**src/rtl/lzcd_pkg.sv**
```systemverilog
// shared types and constants for the lz control-bit decompressor
package lzcd_pkg;

	localparam int WIN_BYTES = 8192;
	localparam int HADDR_W = $clog2(WIN_BYTES);
	localparam int CNT_W = 25;
	localparam int LEN_W = 9;
	localparam int DIST_W = 14;
	localparam int LANES = 4;
	localparam int QDEPTH = 4;
	localparam int QPTR_W = $clog2(QDEPTH);
	localparam logic [CNT_W-1:0] CAP_LIMIT = 25'h1000000;

	typedef enum logic [1:0] {
		CMD_NONE = 2'd0,
		CMD_LIT  = 2'd1,
		CMD_COPY = 2'd2
	} cmd_kind_t;

	typedef struct packed {
		cmd_kind_t          kind;
		logic [7:0]         data;
		logic [LEN_W-1:0]   len;
		logic [DIST_W-1:0]  offs;
		logic               ended;
		logic               trunc;
	} cmd_t;

	typedef struct packed {
		logic [31:0]        data_word;
		logic [2:0]         byte_count;
		logic               run_last;
		logic               stream_end;
		logic [CNT_W-1:0]   total_length;
		logic               overflow;
		logic               truncated;
	} res_t;

endpackage

```
**src/rtl/lzcd_fifo.sv**
```systemverilog
// command queue between front and back end
module lzcd_fifo import lzcd_pkg::*; (
	input  logic clk,
	input  logic arst_n,
	input  logic wr_valid,
	output logic wr_ready,
	input  cmd_t wr_data,
	output logic rd_valid,
	input  logic rd_pop,
	output cmd_t rd_data
);

	cmd_t               mem_q [QDEPTH];
	logic [QPTR_W-1:0]  wp_q, rp_q;
	logic [QPTR_W:0]    cnt_q;
	logic               push, pop;

	assign wr_ready = cnt_q != (QPTR_W+1)'(QDEPTH);
	assign rd_valid = cnt_q != '0;
	assign rd_data  = mem_q[rp_q];
	assign push     = wr_valid && wr_ready;
	assign pop      = rd_pop && rd_valid;

	always_ff @(posedge clk) begin
		if (push) begin
			mem_q[wp_q] <= wr_data;
		end
	end

	always_ff @(posedge clk or negedge arst_n) begin
		if (!arst_n) begin
			wp_q  <= '0;
			rp_q  <= '0;
			cnt_q <= '0;
		end else begin
			if (push) begin
				wp_q <= wp_q + 1'b1;
			end
			if (pop) begin
				rp_q <= rp_q + 1'b1;
			end
			unique case ({push, pop})
				2'b10:   cnt_q <= cnt_q + 1'b1;
				2'b01:   cnt_q <= cnt_q - 1'b1;
				default: cnt_q <= cnt_q;
			endcase
		end
	end

endmodule

```
**config.mk**
```make
export PLATFORM = sky130hd
export DESIGN_NAME = lzcd_fifo
export DESIGN_NICKNAME = d
export VERILOG_FILES = /design/src/rtl/lzcd_pkg.sv /design/src/rtl/lzcd_fifo.sv
export SDC_FILE = /design/constraint.sdc
export NUM_CORES = 1
export LEC_CHECK = 0
export BUFFER_PORTS_ARGS = -buffer_cell sky130_fd_sc_hd__buf_2
export CORE_ASPECT_RATIO = 1.5
export CORE_MARGIN = 2
export CORE_UTILIZATION = 48
export DETAILED_ROUTE_END_ITERATION = 8
export PLACE_DENSITY_LB_ADDON = 0.2
export SYNTH_ARGS = -nofsm -noshare
export SYNTH_HDL_FRONTEND = slang
export SYNTH_SLANG_ARGS = --single-unit
```
**constraint.sdc**
```tcl
create_clock -name clk -period 3.6 [get_ports clk]
set_clock_uncertainty 0.1 [all_clocks]
set_input_delay 0.72 -clock clk [delete_from_list [all_inputs] [get_ports clk]]
set_output_delay 0.72 -clock clk [all_outputs]
set_load 0.05 [all_outputs]
```
==> impl_metrics.ini <==
[outcome]
status = complete, no violations

[global_routing]
grt-ovfl-total = 0
antenna_found_initial = 0
grt_max_degree = 36
grt_pass1_vias = 2763
gr-usage-all-layers = 0.162
grt_pass1_wl_mm = 14.4

[worst_setup_path]
crit_path_start_kind = flip-flop
end_kind = output port
cp_data_required_time_ns = 2.78
crit_fanout = 30
critical_path_class = reg2out
arrival_ns = 2.03

[power_and_ir_drop]
p_int_w = 0.00406
pwr-share-comb = 0.358
power.switching_w = 0.00246
p_leak_nw = 2.32
power_density_nw_per_um2 = 984
p_clk_frac = 0.268
switching_share = 0.378
ir_worst_vdd_mv = 0.580
seqPwrFrac = 0.375

[cts]
hold_buffers = 0
clock_latency_ns = 0.41
post_cts.repair.setup_buffers = 0
cts_sinks = 147
cts_root_buf = clkbuf_16
cts_buffer_depth = 2
cts_buffers = 17
h-tree-depth = 4
clkTransAtPathRegs_ns = 0.06
cts_tree = built
cts_resized = 0

[floorplanning]
core_area_um2 = 11100
rows = 47
die_w_um = 91.2
initial_core_util = 0.495
die_h_um = 135
num_io_pins = 76
die_area_um2 = 12300

[timing]
fin_crit_sh = 0.792
relSlewSlack = 0.354
slew_viol_final = 0
grt_setup_unrepaired = no
finalSetupViolCount = 0
fmax_mhz = 351
hold_ws_ns = 0.0298
final_hold_viol_count = 0
final.setup.tns_ns = 0
worst_pin_slew_ns = 0.969
finalWorstPathRequiredPeriod_ns = 2.85

[yosys]
ys_warn_count = 0
syn-num-nets = 265
synth_seq_cells = 147
seq_area_frac_synth = 0.800
syn_avg_cell_area_um2 = 24.9
synth_cell_type_count = 20
syn_inst = 220
syn_area_um2 = 5470

[placement]
placed_cell_area_um2 = 6020
routabilityCongestion = 0.676
port-buffer-count = 75
hpwl_mm = 5.46

[detailed_routing]
finalWirelength_mm = 9.14
first_pass_iters = 4
drt_iter0_markers = 89
drc = 0
wl_per_cell_um = 19.5
vias = 2452
avgViaCountPerCell = 5.23
ant_nets = 0

[cells_and_area]
drive_above_1_share = 0.484
n_antenna_cell = 0
areaGrowthSynthToFinish_pct = 21.0
final_cell_area_um2 = 6620
final_nets = 354

[flow_run]
max-cap-violations = 0

[min_path]
hold_class = in2async
routing by layer:
layer / vias to the layer above / global-route usage / wire length [um]
met1: 1293 / 0.184 / 3600
met2: 45 / 0.283 / 5030
li1: 1102 / - / -
met3: 12 / 0.0497 / 361
met4: 0 / 0.0682 / 148
met5: - / 0 / 0
worst max-delay path, cell delays in order (launching register included):
cell     delay (ns)
dfrtp_2        0.52
buf_12         0.31
mux4_2         0.55
buf_2          0.23
stage by stage:
| step | utilization | std cells | power [W] | setup WS, ns |
|---|---|---|---|---|
| final | 0.599 | 469 | 0.00652 | 0.750 |
| after global routing | 0.599 | 469 | 0.00680 | 0.645 |
| after CTS | 0.599 | 469 | 0.00661 | 0.693 |
| after detailed placement | 0.545 | 437 | 0.00486 | 1.14 |
| after global placement | 0.545 | 437 | 0.00483 | 1.15 |
| after floorplan | - | 220 | 0.00431 | 1.32 |
placed cells by master, fill, tap and decap left out, drive strengths merged:
| cell type | netlist | final |
|---|---|---|
| mux2i | 1 | 1 |
| dfrtp | 7 | 7 |
| mux2 | 1 | 1 |
| nand2 | 1 | 1 |
| and2 | 1 | 1 |
| and3 | 4 | 4 |
| ha | 5 | 5 |
| nor2 | 1 | 1 |
| clkinv | 0 | 3 |
| xor2 | 3 | 3 |
| or3b | 1 | 1 |
| edfxtp | 140 | 140 |
| or3 | 1 | 1 |
| mux4 | 35 | 35 |
| clkinvlp | 0 | 4 |
| o31a | 1 | 1 |
| buf | 8 | 78 |
| bufinv | 0 | 2 |
| fa | 1 | 1 |
| clkbuf | 0 | 17 |
| xnor2 | 3 | 3 |
| inv | 6 | 12 |
worst paths after layout:
path / from / endpoint / slack (ns) / depth (start not counted)
max in group asynchronous: arst_n / rp_q[0] / 3.19 / 1
worst min-delay path: arst_n / cnt_q[2] / 0.03 / 1
min in group clk: cnt_q[2] / cnt_q[2] / 0.40 / 1
worst max register to register: cnt_q[1] / cnt_q[2] / 1.30 / 9
worst min register to register: cnt_q[2] / cnt_q[2] / 0.40 / 1
worst max-delay path: rp_q[0] / rd_data[19] / 0.75 / 3
flip-flops by register name (all words and copies together) (netlist names):
name	count
mem_q	140
rp_q	2
wp_q	2
cnt_q	3
area by class of cell:
type | instances | area, um2
Multi-Input combinational cell | 59 | 1020
Sequential cell | 147 | 4380
Clock inverter | 15 | 174
Clock buffer | 17 | 425
Fill cell | 875 | 4430
Timing Repair Buffer | 78 | 410
Tap cell | 147 | 184
Inverter | 6 | 22.5
cells by family after synthesis:
logic type / share of synthesized area
XOR/XNOR: 0.00960
buffers and inverters: 0.0130
flip-flops: 0.800
AO/OA/AOI/OAI: 0.00183
AND/OR/NAND/NOR: 0.0119
multiplexers: 0.149
adder cells (fa/ha/maj): 0.0151
synth_stat cells:
| cell | number | area (um2) |
|---|---|---|
| and2_4 | 1 | 8.76 |
| inv_1 | 6 | 22.5 |
| mux2_4 | 1 | 15.0 |
| xnor2_1 | 3 | 26.3 |
| buf_2 | 3 | 15.0 |
| dfrtp_1 | 7 | 175 |
| nand2_1 | 1 | 3.75 |
| nor2_1 | 1 | 3.75 |
| buf_1 | 1 | 3.75 |
| xor2_1 | 3 | 26.3 |
| mux4_2 | 35 | 788 |
| o31a_2 | 1 | 10.0 |
| and3_2 | 4 | 30.0 |
| fa_1 | 1 | 20.0 |
| buf_4 | 4 | 30.0 |
| mux2i_1 | 1 | 10.0 |
| edfxtp_1 | 140 | 4200 |
| ha_1 | 5 | 62.6 |
| or3b_4 | 1 | 11.3 |
| or3_2 | 1 | 7.51 |
power groups by stage:
stage | Sequential, W | Clock (W) | Combinational (W)
finish | 0.00244 | 0.00174 | 0.00233
global route | 0.00249 | 0.00184 | 0.00247
CTS | 0.00245 | 0.00178 | 0.00238
detailed placement | 0.00249 | 0 | 0.00237
global placement | 0.00246 | 0 | 0.00237
floorplan | 0.00236 | 0 | 0.00195
(Power assumes the default switching activity.)
