`src/rtl/lzcd_pkg.sv`:
```
// shared types and constants for the lz control-bit decompressor
package lzcd_pkg;

	localparam int WIN_BYTES = 8192;
	localparam int HADDR_W = $clog2(WIN_BYTES);
	localparam int CNT_W = 25;
	localparam int LEN_W = 9;
	localparam int DIST_W = 14;
	localparam int LANES = 4;
	localparam int QDEPTH = 4;
	localparam int QPTR_W = $clog2(QDEPTH);
	localparam logic [CNT_W-1:0] CAP_LIMIT = 25'h1000000;

	typedef enum logic [1:0] {
		CMD_NONE = 2'd0,
		CMD_LIT  = 2'd1,
		CMD_COPY = 2'd2
	} cmd_kind_t;

	typedef struct packed {
		cmd_kind_t          kind;
		logic [7:0]         data;
		logic [LEN_W-1:0]   len;
		logic [DIST_W-1:0]  offs;
		logic               ended;
		logic               trunc;
	} cmd_t;

	typedef struct packed {
		logic [31:0]        data_word;
		logic [2:0]         byte_count;
		logic               run_last;
		logic               stream_end;
		logic [CNT_W-1:0]   total_length;
		logic               overflow;
		logic               truncated;
	} res_t;

endpackage

```
`src/rtl/lzcd_front.sv`:
```
// front end: control-bit decoding of source bytes into commands
module lzcd_front import lzcd_pkg::*; (
	input  logic       clk,
	input  logic       arst_n,
	input  logic       in_valid,
	output logic       in_ready,
	input  logic [7:0] in_byte,
	input  logic       in_last,
	output logic       cmd_valid,
	input  logic       cmd_ready,
	output cmd_t       cmd
);

	typedef enum logic [7:0] {
		PH_CTRL = 8'b0000_0001,
		PH_SEL  = 8'b0000_0010,
		PH_SA   = 8'b0000_0100,
		PH_SB   = 8'b0000_1000,
		PH_SOFF = 8'b0001_0000,
		PH_LCNT = 8'b0010_0000,
		PH_LPOS = 8'b0100_0000,
		PH_LEXT = 8'b1000_0000
	} phase_t;

	phase_t            phase_q, ph;
	logic [7:0]        cb_q, cb;
	logic [3:0]        bl_q, bl;
	logic              sa_q, sa;
	logic [7:0]        pl_q, pl;
	logic [DIST_W-1:0] off_q, off;
	logic              fin_q, fin;
	logic              accept;
	logic [DIST_W-1:0] ldist;
	logic              bitsel;

	assign in_ready  = cmd_ready;
	assign accept    = in_valid && cmd_ready;
	assign cmd_valid = accept && !fin_q;
	assign ldist     = DIST_W'(14'h2000 - ({1'b0, in_byte, 5'b0} + DIST_W'(pl_q[7:3])));

	always_comb begin
		ph  = phase_q;
		cb  = cb_q;
		bl  = bl_q;
		sa  = sa_q;
		pl  = pl_q;
		off = off_q;
		fin = fin_q;
		bitsel = 1'b0;
		cmd = '0;
		cmd.kind = CMD_NONE;
		if ((ph == PH_CTRL || ph == PH_SEL || ph == PH_SA || ph == PH_SB) && bl == 4'd0) begin
			cb = in_byte;
			bl = 4'd8;
		end else begin
			unique case (ph)
				PH_CTRL: begin
					cb = cb >> 1;
					bl = bl - 4'd1;
					cmd.kind = CMD_LIT;
					cmd.data = in_byte;
					cmd.len  = LEN_W'(1);
				end
				PH_SOFF: begin
					cmd.kind = CMD_COPY;
					cmd.len  = LEN_W'(pl);
					cmd.offs = DIST_W'(9'h100 - {1'b0, in_byte});
					ph = PH_CTRL;
				end
				PH_LCNT: begin
					pl = in_byte;
					ph = PH_LPOS;
				end
				PH_LPOS: begin
					if (pl_q == 8'd0 && in_byte == 8'd0) begin
						fin = 1'b1;
						cmd.ended = 1'b1;
					end else if (pl_q[2:0] != 3'd0) begin
						cmd.kind = CMD_COPY;
						cmd.len  = LEN_W'(pl_q[2:0]) + LEN_W'(2);
						cmd.offs = ldist;
						ph = PH_CTRL;
					end else begin
						off = ldist;
						ph = PH_LEXT;
					end
				end
				PH_LEXT: begin
					cmd.kind = CMD_COPY;
					cmd.len  = {1'b0, in_byte} + LEN_W'(1);
					cmd.offs = off_q;
					ph = PH_CTRL;
				end
				default: begin
					ph = phase_q;
				end
			endcase
		end
		if (!fin) begin
			for (int i = 0; i < 4; i++) begin
				if (bl != 4'd0 && !(ph == PH_CTRL && cb[0])) begin
					bitsel = cb[0];
					if (ph == PH_CTRL) begin
						ph = PH_SEL;
						cb = cb >> 1;
						bl = bl - 4'd1;
					end else if (ph == PH_SEL) begin
						ph = bitsel ? PH_LCNT : PH_SA;
						cb = cb >> 1;
						bl = bl - 4'd1;
					end else if (ph == PH_SA) begin
						sa = bitsel;
						ph = PH_SB;
						cb = cb >> 1;
						bl = bl - 4'd1;
					end else if (ph == PH_SB) begin
						pl = 8'd2 + {6'd0, sa, 1'b0} + {7'd0, bitsel};
						ph = PH_SOFF;
						cb = cb >> 1;
						bl = bl - 4'd1;
					end
				end
			end
		end
		if (in_last && !fin) begin
			cmd.trunc = 1'b1;
			fin = 1'b1;
		end
	end

	always_ff @(posedge clk or negedge arst_n) begin
		if (!arst_n) begin
			phase_q <= PH_CTRL;
			cb_q    <= '0;
			bl_q    <= '0;
			sa_q    <= 1'b0;
			pl_q    <= '0;
			off_q   <= '0;
			fin_q   <= 1'b0;
		end else if (accept && !fin_q) begin
			phase_q <= ph;
			cb_q    <= cb;
			bl_q    <= bl;
			sa_q    <= sa;
			pl_q    <= pl;
			off_q   <= off;
			fin_q   <= fin;
		end
	end

endmodule

```
`config.mk`:
```
export PLATFORM = sky130hd
export DESIGN_NAME = lzcd_front
export DESIGN_NICKNAME = d
export VERILOG_FILES = /design/src/rtl/lzcd_pkg.sv /design/src/rtl/lzcd_front.sv
export SDC_FILE = /design/constraint.sdc
export NUM_CORES = 1
export LEC_CHECK = 0
export BUFFER_PORTS_ARGS = -buffer_cell sky130_fd_sc_hd__buf_2
export CORE_ASPECT_RATIO = 0.5
export CORE_UTILIZATION = 41
export CTS_CLUSTER_SIZE = 10
export DETAILED_ROUTE_END_ITERATION = 10
export GPL_TIMING_DRIVEN = 0
export PLACE_DENSITY = 0.69
export RECOVER_POWER = 25
export SLEW_MARGIN = 40
export SYNTH_ARGS = -nofsm -noshare
export SYNTH_HDL_FRONTEND = slang
export SYNTH_SLANG_ARGS = --single-unit
export TNS_END_PERCENT = 5
```
`constraint.sdc`:
```
create_clock -name clk -period 9.85 [get_ports clk]
set_clock_uncertainty 0.15 [all_clocks]
set_input_delay 0.985 -clock clk [delete_from_list [all_inputs] [get_ports clk]]
set_output_delay 0.985 -clock clk [all_outputs]
set_load 0.02 [all_outputs]
```
==> flow_summary.yaml <==
run_status:
  status: "finished with violations"
  violations: "capacitance limit, slew limit"
sta:
  tightest_slew_ns: 2.552
  slew_viol_final: 45
  setup_viol: 0
  hold_violations: 0
  max_freq_ghz: 0.1061
  period_share: 0.9566
  period_minus_slack_ns: 9.422
  rsz0062_at_grt: "false"
  relSlewSlack: -0.7013
route:
  wl_um: 19940
  viasPerCell: 6.194
  first_pass_iters: 7
  wire_per_inst_um: 19.28
  dr_total_vias: 6405
  ant_nets: 0
  drt_iter0_drc: 601
  drc: 0
grt:
  grt_pass1_vias: 5892
  grt_max_degree: 45
  antenna_found_initial: 0
  grt_pass1_wl_um: 31380
  grt.total_usage: 0.2593
  gr-total-overflow: 0
logic_synthesis:
  synth_ff_type: "dfrtp_1"
  yosysMostFrequentCell: "nand2_1"
  synth_top_cell_by_area: "dfrtp_1"
  synth.area.top_cells: "dfrtp_1 (18%), ha_1 (7.4%), mux2i_1 (6.5%)"
  synth_nets: 831
  synth_top_area_share: 0.1779
  yosysWarningCount: 0
  ys_ff_latch: 44
  synth_commonest_cells: "nand2_1 (81), nor2_1 (78), o21ai_0 (44)"
  synth_cell_types: 95
  netlist_instances: 782
  avgSynthCellArea_um2: 7.734
  async_reset_ff_frac: 1.000
  synth_edf_count: 0
  seq_area_frac_synth: 0.1823
  syn_area_mm2: 0.006048
clock_tree:
  htree_levels: 2
  numCtsBuffers: 5
  cts_max_path_buffers: 2
  clkTransAtPathRegs_ns: 0.07
  cts_num_sinks: 44
  cts_hold_buf: 0
  clock_latency_ns: 0.30
  cts_root_buf: "clkbuf_16"
  cts_tree: "done"
floorplanning:
  start_util: 0.4332
  ioPinCount: 50
  die-area_mm2: 0.01527
  die_width_um: 173.8
  rows: 30
  core_mm2: 0.01396
  dieHeight_um: 87.89
job:
  drv_cap: 1
cells_and_area:
  fill_cells: 1398
  areaGrowthSynthToFinish_pct: 11.94
  fin_nets: 891
  fin_util: 0.4849
  drive_gt1_frac: 0.1758
  num_antenna_cells: 0
critical_path:
  reg2reg_depth: 43
  endpoint_kind: "register"
  r2r_start: "phase_q[4]$_DFFE_PN0P_"
  crit_fanout: 11
  cp-start-kind: "primary input"
  r2r_setup_slack_ns: 0.47
  cp_data_arrival_time_ns: 9.46
  crit_path_end: "pl_q[7]$_DFFE_PN0P_"
  worstReg2RegEnd: "pl_q[7]$_DFFE_PN0P_"
  crit_type: "primary input to register"
  crit_start: "in_byte[0]"
  critPathRequiredTime_ns: 9.89
  slowest_stage: "nor4_4"
  slowest_delay_ns: 0.60
place:
  hpwl_um: 15310
  gp_congestion: 0.9958
  portBuffers: 49
min_path:
  hold_path_depth: 2
  holdCritPathClass: "register to register"
[stage by stage]
step / cell area [um^2] / instances / hold slack [ns] / worst slack, ns / TNS [ns]
after floorplan: 6048 / 782 / 0.3202 / 1.389 / 0
after global routing: 6770 / 1034 / 0.3855 / 0.003214 / 0
after CTS: 6696 / 1030 / 0.3626 / 0.05754 / 0
final: 6770 / 1034 / 0.3694 / 0.4275 / 0
after detailed placement: 6536 / 1023 / 0.3466 / -1.011 / -23.07
after global placement: 6534 / 1023 / 0.3393 / -0.9931 / -22.63
[timing repair]
action	in CTS	in global routing
setup endpoints to repair	26	26
resized for setup	4	12
pin swaps	1	2
buffers inserted	2	4
[worst min path at each step]
stage	startpoint	to	slack [ns]
after floorplan	cb_q[7]$_DFFE_PN0P_	cb_q[7]$_DFFE_PN0P_	0.32
after global routing	off_q[1]$_DFFE_PN0P_	off_q[1]$_DFFE_PN0P_	0.39
after detailed placement	cb_q[7]$_DFFE_PN0P_	cb_q[7]$_DFFE_PN0P_	0.35
after global placement	cb_q[7]$_DFFE_PN0P_	cb_q[7]$_DFFE_PN0P_	0.34
after CTS	cb_q[7]$_DFFE_PN0P_	cb_q[7]$_DFFE_PN0P_	0.36
final	cb_q[7]$_DFFE_PN0P_	cb_q[7]$_DFFE_PN0P_	0.37
[cell families (layout without fill, tap and decap cells)]
group                      Yosys count  after routing  synth area share
and+or+nand+nor                    317            317            0.2863
AOI/OAI and AO/OA                  207            207            0.2464
buffers and inverters               86            146           0.06165
muxes                               52             52           0.09102
DFF                                 44             44            0.1823
xor gates and xnor gates            40             40           0.05792
adders and majority gates           36             36           0.07447
[flip-flops by register name, indices dropped and copies added, names as in the netlist]
name,flops
sa_q,1
fin_q,1
cb_q,8
phase_q,8
off_q,14
bl_q,4
pl_q,8
[routing by layer]
| layer | wire (um) | global-route usage |
|---|---|---|
| met4 | 507 | 0.09649 |
| met3 | 1749 | 0.05122 |
| met1 | 9150 | 0.3499 |
| met5 | 0 | 0 |
| met2 | 8530 | 0.4138 |
[worst max-delay path: cells and delay by family]
kind | cells | cell delay (ns)
xor gates and xnor gates | 1 | 0.23
and+or+nand+nor | 14 | 2.88
buffers and inverters | 10 | 1.99
AOI/OAI and AO/OA | 9 | 1.89
adders and majority gates | 4 | 1.09
muxes | 1 | 0.37
[cells in the final DEF, fill, tap and decap left out, types with 10 or more instances in the layout]
master / instances
nor2_1: 77
mux2i_1: 39
nor3_1: 26
xnor2_1: 29
nand3_1: 26
o21ai_0: 44
dfrtp_1: 43
a31oi_1: 10
xor2_1: 10
and3_1: 17
a21oi_1: 38
nand4_1: 14
clkbuf_1: 25
mux2_2: 10
ha_1: 36
nand2_1: 79
inv_1: 37
buf_2: 59
[final cells by class]
class                      count  area, um^2  area share
sequential                    44        1102      0.1628
timing repair buffer          55       289.0     0.04269
inverter                      38       142.6     0.02107
buffer                        46       231.5     0.03419
clock buffer                   5       125.1     0.01848
multi-input combinational    652        4627      0.6834
clock inverter                 2       12.51    0.001848
tap                          192       240.2     0.03548
Power is left out: the tool's default activity adds up to more than one toggle a clock period on the data nets, which glitch-free logic cannot reach.
